--- src/hw/rtl/radix_digit_converter_core_macros.svh ---
// assertion macros for the radix digit converter
`ifndef RADIX_DIGIT_CONVERTER_CORE_MACROS_SVH
`define RADIX_DIGIT_CONVERTER_CORE_MACROS_SVH

// same-cycle implication
`define RDC_ASSERT(label, ante, cons, msg) \
	label: assert property (@(posedge clk) disable iff (!arst_n) (ante) |-> (cons)) \
		else $error(msg);

// next-cycle implication
`define RDC_ASSERT_NEXT(label, ante, cons, msg) \
	label: assert property (@(posedge clk) disable iff (!arst_n) (ante) |=> (cons)) \
		else $error(msg);

`endif

--- src/hw/rtl/rdc_pkg.sv ---
// shared types, constants and helpers for the radix digit converter
package rdc_pkg;

	localparam int VALUE_WIDTH_DEF = 64;
	localparam int MAX_DIGITS_DEF  = 64;

	localparam int DIGIT_W = 6;
	localparam int CHAR_W  = 7;

	localparam logic [DIGIT_W-1:0] RADIX_MIN   = 6'd2;
	localparam logic [DIGIT_W-1:0] RADIX_MAX   = 6'd36;
	localparam logic [DIGIT_W-1:0] RADIX_RESET = 6'd10;
	localparam logic [DIGIT_W-1:0] DIGIT_TEN   = 6'd10;

	localparam logic [CHAR_W-1:0] CHAR_ZERO  = 7'h30;
	localparam logic [CHAR_W-1:0] CHAR_UPPER = 7'h41;
	localparam logic [CHAR_W-1:0] CHAR_LOWER = 7'h61;

	localparam int CFG_IDX_W  = 2;
	localparam int CFG_DATA_W = 7;
	localparam logic [CFG_IDX_W-1:0] REG_RADIX      = 2'd0;
	localparam logic [CFG_IDX_W-1:0] REG_UPPER_CASE = 2'd1;
	localparam logic [CFG_IDX_W-1:0] REG_MIN_DIGITS = 2'd2;

	typedef enum logic [1:0] {
		ST_IDLE,
		ST_CONV,
		ST_EMIT
	} state_t;

	typedef struct packed {
		logic               clear;
		logic               shift;
		logic [DIGIT_W-1:0] radix;
	} cell_ctrl_t;

	function automatic logic [CHAR_W-1:0] ascii_of(input logic [DIGIT_W-1:0] d,
			input logic upper);
		logic [CHAR_W-1:0] dx;
		dx = {1'b0, d};
		if (d < DIGIT_TEN) begin
			return CHAR_ZERO + dx;
		end else if (upper) begin
			return CHAR_UPPER + (dx - {1'b0, DIGIT_TEN});
		end else begin
			return CHAR_LOWER + (dx - {1'b0, DIGIT_TEN});
		end
	endfunction

endpackage

--- src/hw/rtl/rdc_cell.sv ---
// digit cell: doubles digit, adds incoming bit, passes carry; or shifts a digit in
module rdc_cell import rdc_pkg::*; (
	input  logic               clk,
	input  logic               arst_n,
	input  cell_ctrl_t         ctrl,
	input  logic               carry_in,
	input  logic               valid_in,
	input  logic [DIGIT_W-1:0] digit_in,
	output logic               carry_q,
	output logic               valid_q,
	output logic [DIGIT_W-1:0] digit_q
);

	logic [DIGIT_W:0]   dbl;
	logic               wrap;
	logic [DIGIT_W-1:0] digit_nxt;

	always_comb begin
		dbl       = {digit_q, carry_in};
		wrap      = dbl >= {1'b0, ctrl.radix};
		digit_nxt = wrap ? DIGIT_W'(dbl - {1'b0, ctrl.radix}) : dbl[DIGIT_W-1:0];
	end

	always_ff @(posedge clk or negedge arst_n) begin
		if (!arst_n) begin
			digit_q <= '0;
			carry_q <= 1'b0;
			valid_q <= 1'b0;
		end else if (ctrl.clear) begin
			digit_q <= '0;
			carry_q <= 1'b0;
			valid_q <= 1'b0;
		end else if (ctrl.shift) begin
			digit_q <= digit_in;
			carry_q <= 1'b0;
			valid_q <= 1'b0;
		end else begin
			valid_q <= valid_in;
			if (valid_in) begin
				digit_q <= digit_nxt;
				carry_q <= wrap;
			end else begin
				carry_q <= 1'b0;
			end
		end
	end

endmodule

--- src/hw/rtl/radix_digit_converter_core.sv ---
// top level: unsigned binary value to ascii digits in base 2 to 36
// conversion: value bits enter a row of MAX_DIGITS digit cells msb first, and the carry wave
//   ripples along the row until all digits settle
// output: the row then shifts out from the top, one character a cycle while the output is not stalled
//   once the leading digit is reached; a new value is taken only after its last character is issued
// reset: asynchronous, active low; registers back to radix 10, lower case, no padding, idle
`include "radix_digit_converter_core_macros.svh"
module radix_digit_converter_core import rdc_pkg::*; #(
	parameter int VALUE_WIDTH = VALUE_WIDTH_DEF,
	parameter int MAX_DIGITS  = MAX_DIGITS_DEF
) (
	input  logic                  clk,
	input  logic                  arst_n,
	input  logic                  s_tvalid,
	output logic                  s_tready,
	input  logic [63:0]           s_tdata,   // value
	output logic                  m_tvalid,
	input  logic                  m_tready,
	output logic [7:0]            m_tdata,   // digit_char, zero pad
	output logic                  m_tlast,
	input  logic                  cfg_valid,
	output logic                  cfg_ready,
	input  logic [CFG_IDX_W-1:0]  cfg_index,
	input  logic [CFG_DATA_W-1:0] cfg_data
);

	localparam int CNT_W = $clog2(VALUE_WIDTH + MAX_DIGITS);
	localparam int POS_W = $clog2(MAX_DIGITS);

	state_t state_q, state_nxt;

	logic [DIGIT_W-1:0]     cfg_radix_q;
	logic                   cfg_upper_q;
	logic [CFG_DATA_W-1:0]  cfg_min_q;

	logic [DIGIT_W-1:0]     job_radix_q;
	logic                   job_upper_q;
	logic [CFG_DATA_W-1:0]  job_pad_q;
	logic [VALUE_WIDTH-1:0] val_q;
	logic [CNT_W-1:0]       cnt_q;
	logic [POS_W-1:0]       pos_q;
	logic                   started_q;
	logic                   ovf_q;

	logic                   m_tvalid_q;
	logic [CHAR_W-1:0]      char_q;
	logic                   last_q;

	logic                   in_acc;
	logic                   feed_v;
	logic                   conv_done;
	logic                   out_free;
	logic                   emit;
	logic                   advance;
	logic                   pos_zero;
	logic [DIGIT_W-1:0]     top_digit;
	logic [DIGIT_W-1:0]     radix_clamped;
	cell_ctrl_t             ctrl;

	logic [DIGIT_W-1:0]     digit_w [MAX_DIGITS];
	logic                   carry_w [MAX_DIGITS];
	logic                   valid_w [MAX_DIGITS];

	assign cfg_ready = 1'b1;
	assign m_tvalid  = m_tvalid_q;
	assign m_tdata   = {1'b0, char_q};
	assign m_tlast   = last_q;

	assign in_acc    = s_tvalid && s_tready;
	assign top_digit = digit_w[MAX_DIGITS-1];
	assign pos_zero  = pos_q == '0;
	assign out_free  = !m_tvalid_q || m_tready;

	always_comb begin
		if (cfg_radix_q < RADIX_MIN) begin
			radix_clamped = RADIX_MIN;
		end else if (cfg_radix_q > RADIX_MAX) begin
			radix_clamped = RADIX_MAX;
		end else begin
			radix_clamped = cfg_radix_q;
		end
	end

	// next state
	always_comb begin
		state_nxt = state_q;
		case (state_q)
			ST_IDLE: begin
				if (s_tvalid) state_nxt = ST_CONV;
			end
			ST_CONV: begin
				if (conv_done) state_nxt = ST_EMIT;
			end
			ST_EMIT: begin
				if (advance && pos_zero) state_nxt = ST_IDLE;
			end
			default: state_nxt = ST_IDLE;
		endcase
	end

	// state outputs
	always_comb begin
		s_tready  = 1'b0;
		feed_v    = 1'b0;
		conv_done = 1'b0;
		emit      = 1'b0;
		advance   = 1'b0;
		case (state_q)
			ST_IDLE: begin
				s_tready = 1'b1;
			end
			ST_CONV: begin
				feed_v    = cnt_q < CNT_W'(VALUE_WIDTH);
				conv_done = cnt_q == CNT_W'(VALUE_WIDTH + MAX_DIGITS - 1);
			end
			ST_EMIT: begin
				emit = started_q || ovf_q || (top_digit != '0) || pos_zero
					|| ({{(8 - POS_W){1'b0}}, pos_q} < {1'b0, job_pad_q});
				advance = !emit || out_free;
			end
			default: begin
				s_tready = 1'b0;
			end
		endcase
	end

	always_comb begin
		ctrl.clear = in_acc;
		ctrl.shift = advance;
		ctrl.radix = job_radix_q;
	end

	// row of digit cells, least significant digit at index zero
	for (genvar k = 0; k < MAX_DIGITS; k++) begin : g_cell
		if (k == 0) begin : g_head
			rdc_cell u_cell (
				.clk      (clk),
				.arst_n   (arst_n),
				.ctrl     (ctrl),
				.carry_in (val_q[VALUE_WIDTH-1]),
				.valid_in (feed_v),
				.digit_in ('0),
				.carry_q  (carry_w[k]),
				.valid_q  (valid_w[k]),
				.digit_q  (digit_w[k])
			);
		end else begin : g_body
			rdc_cell u_cell (
				.clk      (clk),
				.arst_n   (arst_n),
				.ctrl     (ctrl),
				.carry_in (carry_w[k-1]),
				.valid_in (valid_w[k-1]),
				.digit_in (digit_w[k-1]),
				.carry_q  (carry_w[k]),
				.valid_q  (valid_w[k]),
				.digit_q  (digit_w[k])
			);
		end
	end

	// configuration registers
	always_ff @(posedge clk or negedge arst_n) begin
		if (!arst_n) begin
			cfg_radix_q <= RADIX_RESET;
			cfg_upper_q <= 1'b0;
			cfg_min_q   <= '0;
		end else if (cfg_valid && cfg_ready) begin
			case (cfg_index)
				REG_RADIX:      cfg_radix_q <= cfg_data[DIGIT_W-1:0];
				REG_UPPER_CASE: cfg_upper_q <= cfg_data[0];
				REG_MIN_DIGITS: cfg_min_q   <= cfg_data;
				default:        ;
			endcase
		end
	end

	// sequencing
	always_ff @(posedge clk or negedge arst_n) begin
		if (!arst_n) begin
			state_q   <= ST_IDLE;
			cnt_q     <= '0;
			pos_q     <= '0;
			started_q <= 1'b0;
			ovf_q     <= 1'b0;
		end else begin
			state_q <= state_nxt;
			if (in_acc) begin
				cnt_q     <= '0;
				pos_q     <= POS_W'(MAX_DIGITS - 1);
				started_q <= 1'b0;
				ovf_q     <= 1'b0;
			end else if (state_q == ST_CONV) begin
				cnt_q <= cnt_q + 1'b1;
				ovf_q <= ovf_q | carry_w[MAX_DIGITS-1];
			end else if (advance) begin
				pos_q     <= pos_q - 1'b1;
				started_q <= started_q | emit;
			end
		end
	end

	// per-item payload registers
	always_ff @(posedge clk) begin
		if (in_acc) begin
			job_radix_q <= radix_clamped;
			job_upper_q <= cfg_upper_q;
			job_pad_q   <= cfg_min_q;
			val_q       <= s_tdata[VALUE_WIDTH-1:0];
		end else if (feed_v) begin
			val_q <= {val_q[VALUE_WIDTH-2:0], 1'b0};
		end
	end

	// output register
	always_ff @(posedge clk or negedge arst_n) begin
		if (!arst_n) begin
			m_tvalid_q <= 1'b0;
		end else if (advance && emit) begin
			m_tvalid_q <= 1'b1;
		end else if (m_tready) begin
			m_tvalid_q <= 1'b0;
		end
	end

	always_ff @(posedge clk) begin
		if (advance && emit) begin
			char_q <= ascii_of(top_digit, job_upper_q);
			last_q <= pos_zero;
		end
	end

	`RDC_ASSERT_NEXT(a_no_char_in_conv, (state_q == ST_CONV) && out_free, !m_tvalid_q, "character issued during conversion")
	`RDC_ASSERT(a_digit_below_radix, state_q == ST_EMIT, top_digit < job_radix_q, "digit out of range for radix")
	`RDC_ASSERT(a_ovf_only_when_short, ovf_q, MAX_DIGITS < VALUE_WIDTH, "digit row overflow with full capacity")

endmodule

--- config.mk ---
export PLATFORM = sky130hd
export DESIGN_NAME = radix_digit_converter_core
export DESIGN_NICKNAME = d
export VERILOG_FILES = /design/src/hw/rtl/rdc_pkg.sv /design/src/hw/rtl/rdc_cell.sv /design/src/hw/rtl/radix_digit_converter_core.sv
export VERILOG_INCLUDE_DIRS = /design/src /design/src/hw/rtl
export SDC_FILE = /design/constraint.sdc
export NUM_CORES = 2
export LEC_CHECK = 0
export ABC_AREA = 1
export BUFFER_PORTS_ARGS = -buffer_cell sky130_fd_sc_hd__buf_4
export CAP_MARGIN = 15
export CORE_MARGIN = 4
export CORE_UTILIZATION = 59
export DETAILED_ROUTE_END_ITERATION = 10
export PLACE_DENSITY = 0.9
export SYNTH_ARGS = -nofsm -noshare
export SYNTH_HDL_FRONTEND = slang
export SYNTH_SLANG_ARGS = --single-unit
--- constraint.sdc ---
create_clock -name clk -period 5.37 [get_ports clk]
set_input_delay 1.074 -clock clk [delete_from_list [all_inputs] [get_ports clk]]
set_output_delay 1.074 -clock clk [all_outputs]
set_load 0.05 [all_outputs]
==> impl_results.rst <==
.. list-table::
   :header-rows: 1

   * - Metric
     - Value
   * - Worst reg2reg path startpoint
     - job_radix_q[1]$_SDFFCE_PP1P_
   * - Overflow after GRT
     - 0
   * - Number of standard cells after synthesis
     - 7,308
   * - Number of placement rows
     - 106
   * - DRC violations left
     - 0
   * - DRC violation total after the first TritonRoute iteration
     - 4,719
   * - Top cells by count, synth
     - 2,867 x sky130_fd_sc_hd__nand2_1, 937 x sky130_fd_sc_hd__inv_1, 848 x sky130_fd_sc_hd__nand3_1
   * - HP Class
     - flop to flop
   * - Setup TNS Final
     - 0 ns
   * - Number of global-route vias before repair
     - 46,905
   * - Worst Path Class, Setup
     - flop to flop
   * - Worst slew slack as a fraction of its limit
     - 20.26%
   * - Via count normalized by instance count
     - 5.675
   * - Share of the yosys chip area belonging to registers
     - 32.15%
   * - Proportion of netlist area held by the largest area contributor
     - 26.91%
   * - Leakage power total
     - 29.03 nW
   * - Final clock skew
     - 0.02248 ns
   * - YS warnings
     - 0
   * - Hold buffers post-CTS
     - 0
   * - Starting Density
     - 59.83%
   * - Number of top-level pins
     - 90
   * - Critical Path Source Type
     - flop
   * - Crit share post-route
     - 68.45%
   * - Maximum VDD drop
     - 0.5812 mV
   * - Cell at the root of the clock tree
     - sky130_fd_sc_hd__clkbuf_16
   * - Layout fillers
     - 6,847
   * - Count of port buffers added during placement
     - 87
   * - Layout Area Growth over Synthesis
     - 7.899%
   * - Power per Cell Area
     - 595.4 mW/mm²
   * - Number of flip-flops and latches in the synthesized netlist
     - 629
   * - CTS buffer count
     - 72
   * - Asr flop ratio synth
     - 86.33%
   * - Die span in x
     - 300.0 µm
   * - FF/Latch Area
     - 0.01617 mm²
   * - Initial antenna violation count
     - 0
   * - Number of maximum-capacitance constraint violations
     - 0
   * - Synthesized area
     - 0.05031 mm²
   * - Routability cong.
     - 0.9090
   * - R2R depth
     - 12
   * - Cell Area, Placed
     - 0.05195 mm²
   * - Fraction of layout instances using a drive strength above 1
     - 5.359%
   * - Final critical path time including I/O delays and setup
     - 3.676 ns
   * - R2r setup slk
     - 1.69 ns
   * - Result of the run
     - completed
   * - Initial DRT Pass Iterations
     - 9
   * - Layout Cell Area excl Fill
     - 0.05428 mm²
   * - Worst slew pin tran
     - 1.196 ns
   * - EDFF count, synth
     - 86
   * - Setup repair after global routing missed its margin
     - false
   * - Number of levels in the clock H-tree
     - 3
   * - Area enclosed by the die boundary
     - 0.09001 mm²
   * - Average footprint of a synthesized cell
     - 6.884 µm²
   * - Endpoint kind of the worst setup timing path
     - flop
   * - Routed length per placed instance
     - 15.23 µm
   * - Syn Nets
     - 7,847
   * - Startpoint of the lowest-slack hold path
     - cfg_min_q[6]$_DFFE_PN0P_
   * - Final net count
     - 7,872
   * - Area leader, netlist
     - sky130_fd_sc_hd__dfrtp_1
   * - Register clock-pin slew on the reported worst setup and hold paths
     - 0.06 ns
   * - Total Routing Usage GR
     - 28.41%
   * - Count of distinct cell types in the synthesized netlist
     - 47
   * - Standard cell core area
     - 0.08409 mm²
   * - CTS tree
     - done
   * - Biggest area contributors in the synthesized netlist
     - sky130_fd_sc_hd__dfrtp_1 27%, sky130_fd_sc_hd__nand2_1 21%, sky130_fd_sc_hd__ha_1 9.9%
   * - Latest clock arrival within the worst-skew pair
     - 0.63 ns
   * - Largest fanout on the critical path
     - 25
   * - Wire length of the first global-routing pass
     - 219,800 µm
   * - Required time of the critical path
     - 5.86 ns
   * - Critical path arrival
     - 4.17 ns
   * - Top_reg_cell synth
     - sky130_fd_sc_hd__dfrtp_1
   * - HPWL after detailed placement
     - 87,040 µm
   * - Clock buffer depth
     - 3
   * - Final-report setup violation count
     - 0
   * - WL final
     - 129,800 µm
   * - Most common cell in the synthesized netlist
     - sky130_fd_sc_hd__nand2_1
   * - Number of diodes added for antenna fixing
     - 0
   * - Hold Path End
     - job_pad_q[6]$_DFFE_PP_
   * - Depth of the worst hold-timing path
     - 0
   * - Post-detailed-route count of antenna-violating nets
     - 0
   * - Highest Clock Rate
     - 0.2721 GHz
   * - Maximum number of pins on one net before global-route repair
     - 190
   * - Post-CTS Setup Repair Bufs
     - 0
   * - Final-report max-slew violation count
     - 0
   * - Area of the multi-input gates
     - 0.02974 mm²
   * - FF-to-FF End
     - g_cell[55].g_body.u_cell.digit_q[5]$_DFFE_PN0P_
   * - Floorplan die height
     - 300.0 µm
   * - Total of cells resized after clock tree synthesis
     - 0
   * - Total via count after detailed routing
     - 48,372
   * - CTS sink count
     - 629
   * - Final hold violation count
     - 0
-- where the power goes --
| part | internal, W | switching, W |
|---|---|---|
| sequential | 0.00638 | 0.00141 |
| combinational | 0.00677 | 0.0128 |
| clock | 0.00284 | 0.00210 |
| total | 0.0160 | 0.0163 |
-- worst max-delay path by stage --
stage	start	slack [ns]	cells after the start	end
finish	job_radix_q[1]$_SDFFCE_PP1P_	1.69	12	g_cell[55].g_body.u_cell.digit_q[5]$_DFFE_PN0P_
global route	job_radix_q[1]$_SDFFCE_PP1P_	1.47	13	g_cell[9].g_body.u_cell.digit_q[1]$_DFFE_PN0P_
CTS	job_radix_q[1]$_SDFFCE_PP1P_	1.78	12	g_cell[55].g_body.u_cell.digit_q[5]$_DFFE_PN0P_
detailed placement	m_tready	1.71	9	g_cell[3].g_body.u_cell.digit_q[4]$_DFFE_PN0P_
global placement	m_tready	1.82	9	g_cell[57].g_body.u_cell.digit_q[0]$_DFFE_PN0P_
floorplan	job_radix_q[1]$_SDFFCE_PP1P_	0.70	10	g_cell[49].g_body.u_cell.digit_q[2]$_DFFE_PN0P_
-- layout by cell type, fill, tap and decap left out, drive strengths merged, types with 4 or more instances in the layout --
cell type	count
clkinv	24
ha	397
buf	121
a21o	4
dfrtp	541
a21boi	4
o21bai	4
nand4	166
bufinv	4
edfxtp	86
fa	64
o21a	4
or2	61
nor2	319
o21ai	287
nand3	848
clkbuf	97
a21oi	207
nor3	62
inv	942
nor3b	55
and2	4
xnor2	153
xor2	38
nand2	2871
nand3b	9
-- through the flow --
step / utilization (%) / hold slack (ns) / total power (W) / setup WS, ns / cells
floorplan: - / 0.4194 / 0.02264 / 0.6955 / 7308
finish: 64.56 / 0.4433 / 0.03232 / 1.694 / 8524
global placement: 61.78 / 0.4262 / 0.02604 / 1.820 / 8392
CTS: 64.55 / 0.4436 / 0.03202 / 1.779 / 8523
global route: 64.56 / 0.4531 / 0.03530 / 1.472 / 8524
detailed placement: 61.78 / 0.4300 / 0.02680 / 1.712 / 8392
-- cell families (layout without fill, tap and decap cells) --
kind of cell / Yosys count / count (layout) / share of synthesized area, %
AO/OA/AOI/OAI: 518 / 518 / 6.113
XOR/XNOR: 191 / 191 / 3.325
adder cells (fa/ha/maj): 461 / 461 / 12.42
buffers and inverters: 1108 / 1190 / 8.806
flip-flops: 629 / 629 / 32.15
multiplexers: 2 / 2 / 0.04476
other: 2 / 2 / 0.01493
AND/OR/NAND/NOR: 4397 / 4397 / 37.13
-- flip-flops by register name, summed over array words and instances (netlist names), 2 cells and up --
signal                        flops
cfg_radix_q                       6
val_q                            64
job_radix_q                       6
pos_q                             6
job_pad_q                         7
g_cell.g_body.u_cell.carry_q     63
cnt_q                             7
g_cell.g_head.u_cell.digit_q      6
g_cell.g_body.u_cell.digit_q    378
g_cell.g_body.u_cell.valid_q     62
char_q                            7
state_q                           2
cfg_min_q                         7
-- area by class of cell --
class,instances,share of cell area [%]
multi-input combinational,5571,54.80
sequential,629,29.79
inverter,938,6.525
clock buffer,97,3.697
tap,1134,2.614
timing repair buffer,121,1.982
clock inverter,34,0.5924
-- worst max-delay path: stages (launching register included) --
cell                         delay (ns)
sky130_fd_sc_hd__edfxtp_1          0.43
sky130_fd_sc_hd__clkinvlp_4        0.69
sky130_fd_sc_hd__buf_4             0.56
sky130_fd_sc_hd__ha_1              0.34
sky130_fd_sc_hd__nand2_1           0.06
sky130_fd_sc_hd__o21ai_0           0.45
sky130_fd_sc_hd__nand2_1           0.22
sky130_fd_sc_hd__nand3_1           0.32
sky130_fd_sc_hd__nand3_1           0.14
sky130_fd_sc_hd__nand2_1           0.09
sky130_fd_sc_hd__nand2_1           0.05
sky130_fd_sc_hd__nand3_1           0.11
sky130_fd_sc_hd__nand2_1           0.06
-- routing by layer --
layer	track usage, %	vias to the layer above	wire length, µm
met5	0	-	0
met1	36.87	22481	53660
li1	-	23455	-
met4	11.15	0	4647
met2	48.32	2009	62140
met3	3.943	427	9383
No activity file was read; power rests on OpenSTA's default activity.
